**src/hw/rtl/bvns_ram.sv**
```systemverilog
module bvns_ram #(
  parameter int WIDTH = 16,
  parameter int DEPTH = 256
) (
  input  logic                     clk,
  input  logic                     we,
  input  logic [$clog2(DEPTH)-1:0] waddr,
  input  logic [WIDTH-1:0]         wdata,
  input  logic                     re,
  input  logic [$clog2(DEPTH)-1:0] raddr,
  output logic [WIDTH-1:0]         rdata
);

  logic [WIDTH-1:0] mem [DEPTH];

  always_ff @(posedge clk) begin
    if (we) begin
      mem[waddr] <= wdata;
    end
    if (re) begin
      rdata <= mem[raddr];
    end
  end

endmodule

```
**config.mk**
```make
export PLATFORM = sky130hd
export DESIGN_NAME = bvns_ram
export DESIGN_NICKNAME = d
export VERILOG_FILES = /design/src/hw/rtl/bvns_ram.sv
export SDC_FILE = /design/constraint.sdc
export NUM_CORES = 2
export LEC_CHECK = 0
export ABC_AREA = 1
export CAP_MARGIN = 10
export CORE_ASPECT_RATIO = 0.8
export CORE_UTILIZATION = 33
export CTS_BUF_LIST = sky130_fd_sc_hd__clkbuf_2
export CTS_CLUSTER_DIAMETER = 30
export DETAILED_ROUTE_END_ITERATION = 7
export DONT_BUFFER_PORTS = 1
export SLEW_MARGIN = 10
export SYNTH_ARGS = -nofsm -noshare
export SYNTH_HDL_FRONTEND = slang
export SYNTH_SLANG_ARGS = --single-unit
export TNS_END_PERCENT = 50
```
**constraint.sdc**
```tcl
create_clock -name clk -period 2.1 [get_ports clk]
set_input_delay 0.21 -clock clk [delete_from_list [all_inputs] [get_ports clk]]
set_output_delay 0.21 -clock clk [all_outputs]
set_load 0.05 [all_outputs]
```
==> flow_summary.rst <==
.. list-table::
   :header-rows: 1

   * - Metric
     - Value
   * - Outcome
     - finished with violations
   * - Violations in the final reports
     - hold timing, slew limit, setup timing
   * - Starting DRC count in detailed routing
     - approximately 15000
   * - Normalized max-slew margin
     - -0.485
   * - Number of endpoints failing setup at the final stage
     - 404
   * - Leading cell types by count after synthesis
     - 4211 x nand2_1, 4112 x edfxtp_1, 4035 x nand3_1, 495 x buf_2, 283 x nor2_1
   * - Number of global-route vias before repair
     - 106000
   * - Post-synth net total
     - 13700
   * - Core area
     - 500000 µm²
   * - Length of the first detailed-routing pass in iterations
     - 6
   * - Cell at the root of the clock tree
     - clkbuf_2
   * - Cells after synthesis
     - about 14000
   * - Post-synthesis compound-gate area fraction
     - 0
   * - Mux contribution to synthesized area
     - 0
   * - Chip Width
     - slightly below 800 µm
   * - Average wire per cell in the routed design
     - 22.9 µm
   * - Min-delay src
     - wdata[11]
   * - Number of max-slew violations in the final report
     - 399
   * - H-tree lvl count
     - 6
   * - R2R setup slack
     - -160 ps
   * - Clock sink count
     - 4112
   * - Bufs on Longest Clock Path
     - 4
   * - Via-per-instance ratio
     - 5.16
   * - Hold Worst Slack
     - -1440 ps
   * - Syn-to-layout area delta
     - 14.6%
   * - Final estimated routing congestion in global placement
     - ~0.85
   * - Least-Margin Pin Slew
     - 2230 ps
   * - Post-Layout Inst Area
     - between 150000 and 200000 µm²
   * - Data required, critical path
     - 1890 ps
   * - Initial antenna violation count
     - 30
   * - Worst-path maximum fanout
     - 1
   * - Most common cell in the synthesized netlist
     - nand2_1
   * - Maximum number of pins on one net before global-route repair
     - about 510
   * - Hold crit path type
     - primary input to flip-flop
   * - Largest clock skew in the final design
     - 176 ps
   * - Async S/R FF share, synth
     - 0
   * - Number of nets still failing antenna checks after routing
     - 0
   * - Dominant combinational cell family by area after synthesis
     - simple AND/OR/NAND/NOR gates
   * - Syn_area_per_cell
     - between 10 and 15 µm²
   * - Minimum period implied by the final worst setup slack
     - 3070 ps
   * - Synthesized-area fraction occupied by adder cells
     - 0
   * - Insertion delay to the later sink of the worst-skew pair
     - around 2100 ps
   * - Die Span Y
     - 636 µm
   * - Global-route congestion overflow total
     - 0
   * - Xor and xnor area share after synthesis
     - 0
   * - Number of I/O pins
     - 51
   * - End of the worst register-to-register path
     - rdata[0]
   * - TritonCTS clock tree
     - done
   * - Share of Yosys cell area claimed by the top area cell type
     - 0.744
   * - Cell with the largest stage delay on the worst path
     - edfxtp_1
   * - Yosys cell types
     - 14
   * - Arrival time reported for the critical path endpoint
     - 2860 ps
   * - Yosys warns
     - 0
   * - Area used by multi-input combinational logic
     - roughly 38000 µm²
   * - Critical Path Source Type
     - flip-flop
   * - WL final
     - 502000 µm
   * - Launching point of the worst reg2reg path
     - mem[207][0]
   * - Cells along the critical path
     - buf_6
   * - Final-layout fill cell count
     - ~48000
   * - Global-route usage over all layers
     - 0.191
   * - Global-route wire length before repair
     - 729000 µm
   * - Power per unit of standard cell area
     - 808 nW/µm²
   * - Category of the most critical setup path
     - flip-flop to output pin
   * - DRC violation count after routing
     - 0
   * - Worst Hold End
     - mem[68][11]
   * - Min-Delay Path Depth
     - 0
   * - Critical Path Max Stage Delay
     - 600 ps
   * - RSZ-0062 raised after global routing
     - yes
   * - Most area-consuming cells after synthesis
     - edfxtp_1 74%, nand3_1 12%, nand2_1 9.5%, buf_2 1.5%, buf_4 0.74%
   * - Clock-pin slew on the worst setup and hold paths
     - approximately 110 ps
   * - Post-synthesis sequential element count
     - between 4000 and 5000
   * - Maximum clock frequency
     - ~330 MHz
   * - Post-layout worst setup margin
     - -972 ps
   * - Initial cell density of the core
     - 0.332
   * - Die Footprint
     - 505000 µm²
   * - Row count
     - 232
   * - Total area of sequential cells
     - 123000 µm²
   * - Final critical-path share of the clock period
     - 1.46
   * - Buffer and inverter count on the worst path
     - 1
   * - Share of layout cells above drive strength 1
     - 0.164
   * - Hold Violations, Final
     - 528
   * - DP Wirelength
     - 255000 µm
   * - Port-buffer cells
     - 0
   * - Netlist area before placement
     - 166000 µm²
   * - Critical Path End Type
     - output pin
   * - Final layout net count
     - 14600
   * - Finished Core Util
     - 0.380
   * - Max-capacitance violation count
     - 0
   * - Area fraction in and, or, nand and nor cells after synthesis
     - 0.223
   * - Register area share after synthesis
     - 0.744
   * - Area post-placement
     - around 180000 µm²
   * - Maximum ir drop on the vdd rail
     - 0.412 mV
   * - Total via count in the routed design
     - roughly 110k
   * - Number of synthesized flops with an enable pin
     - 4112
   * - Library cell occupying the most area in the post-synthesis netlist
     - edfxtp_1
   * - Top_reg_cell synth
     - edfxtp_1
   * - Lkg Pwr
     - around 68 nW
   * - Number of cells on the worst reg-to-reg path
     - 11
   * - Family with the most delay on the worst path
     - flip-flops
   * - Number of CTS-inserted buffers
     - 915
[repair_timing]
item                       in CTS  in global routing
hold buffers                  116                 11
hold endpoints to repair     8224               3543
setup buffers                   0                  0
gates cloned                    8                  3
setup endpoints to repair      32               1507
pin swaps                       0                  4
resized for setup             106                 61
[per-stage QoR]
stage,power [mW],worst slack (ps),setup TNS [ps],cells,hold slack [ps]
3_3_place_gp,101,-3190,-48270,20100,329
6_report,154,-972,-144090,21900,-1440
5_1_grt,159,-1090,-119890,21900,-1640
2_1_floorplan,98.0,49.6,0,13600,309
4_1_cts,154,-1220,-478620,21900,-1670
3_5_place_dp,101,-3360,-49880,20100,331
[placed cells by master (no fill, tap or decap), drive strengths merged]
cell          count
nand3          4035
clkinvlp          7
nor2            283
bufinv           18
inv              52
dlymetal6s2s      2
dlymetal6s4s      3
clkinv          147
nand2          4211
bufbuf            5
edfxtp         4112
dlygate4sd3      91
clkbuf         1438
diode            14
buf             816
[where the power goes]
part | leakage (nW) | switching (mW) | total [mW] | internal, mW
Combinational | 24.2 | 8.11 | 11.4 | 3.29
Clock | 6.54 | 31.7 | 51.8 | 20.1
Sequential | 37.0 | 0.0914 | 90.5 | 90.4
Total | 67.7 | 39.9 | 154 | 114
[registers in the layout, indices dropped and copies added, names as in the netlist]
| register | flops |
|---|---|
| rdata | 16 |
| mem | 4096 |
[worst reg2reg max path, stage by stage (launching register included)]
cell and delay [ps]:
edfxtp_1 340, nand2_1 50, nand3_1 110, nand3_1 110, nand3_1 230, nand3_1 420, nand3_1 260, nand3_2 160
nand2_1 130, nand2_1 160, buf_12 190, nand2_1 60
[kinds of logic (layout without fill, tap and decap cells)]
family	count (synthesis)	count (layout)
DFF	4112	4112
other	0	14
buffers and inverters	976	2579
and+or+nand+nor	8529	8529
[how the worst max path moves through the flow]
stage | depth (start not counted) | slack, ps | startpoint | end
after floorplan | 4 | 50 | we | mem[164][0]
after global placement | 14 | -3190 | raddr[0] | rdata[15]
after detailed placement | 15 | -3360 | raddr[0] | rdata[15]
after CTS | 1 | -1220 | rdata[12] | rdata[12]
after global routing | 1 | -1090 | rdata[12] | rdata[12]
final | 1 | -970 | rdata[12] | rdata[12]
[cell type report]
cell class	count	share of cell area
repair buffers	919	0.0622
multi-input cells	8529	0.199
diodes	14	0.000184
flip-flops and latches	4112	0.650
clock buffers	1436	0.0378
clock inverters	185	0.00640
well taps	6669	0.0439
inverters	39	0.00105
[metal layers]
metal / share of wire / track usage / vias to the layer above
met5: 0.00017 / 0 / -
met2: 0.44 / 0.282 / 5833
met3: 0.10 / 0.0444 / 795
met4: 0.027 / 0.0599 / 14
met1: 0.43 / 0.278 / 55500
li1: - / - / 51000
Power figures use the tool's default switching activity.
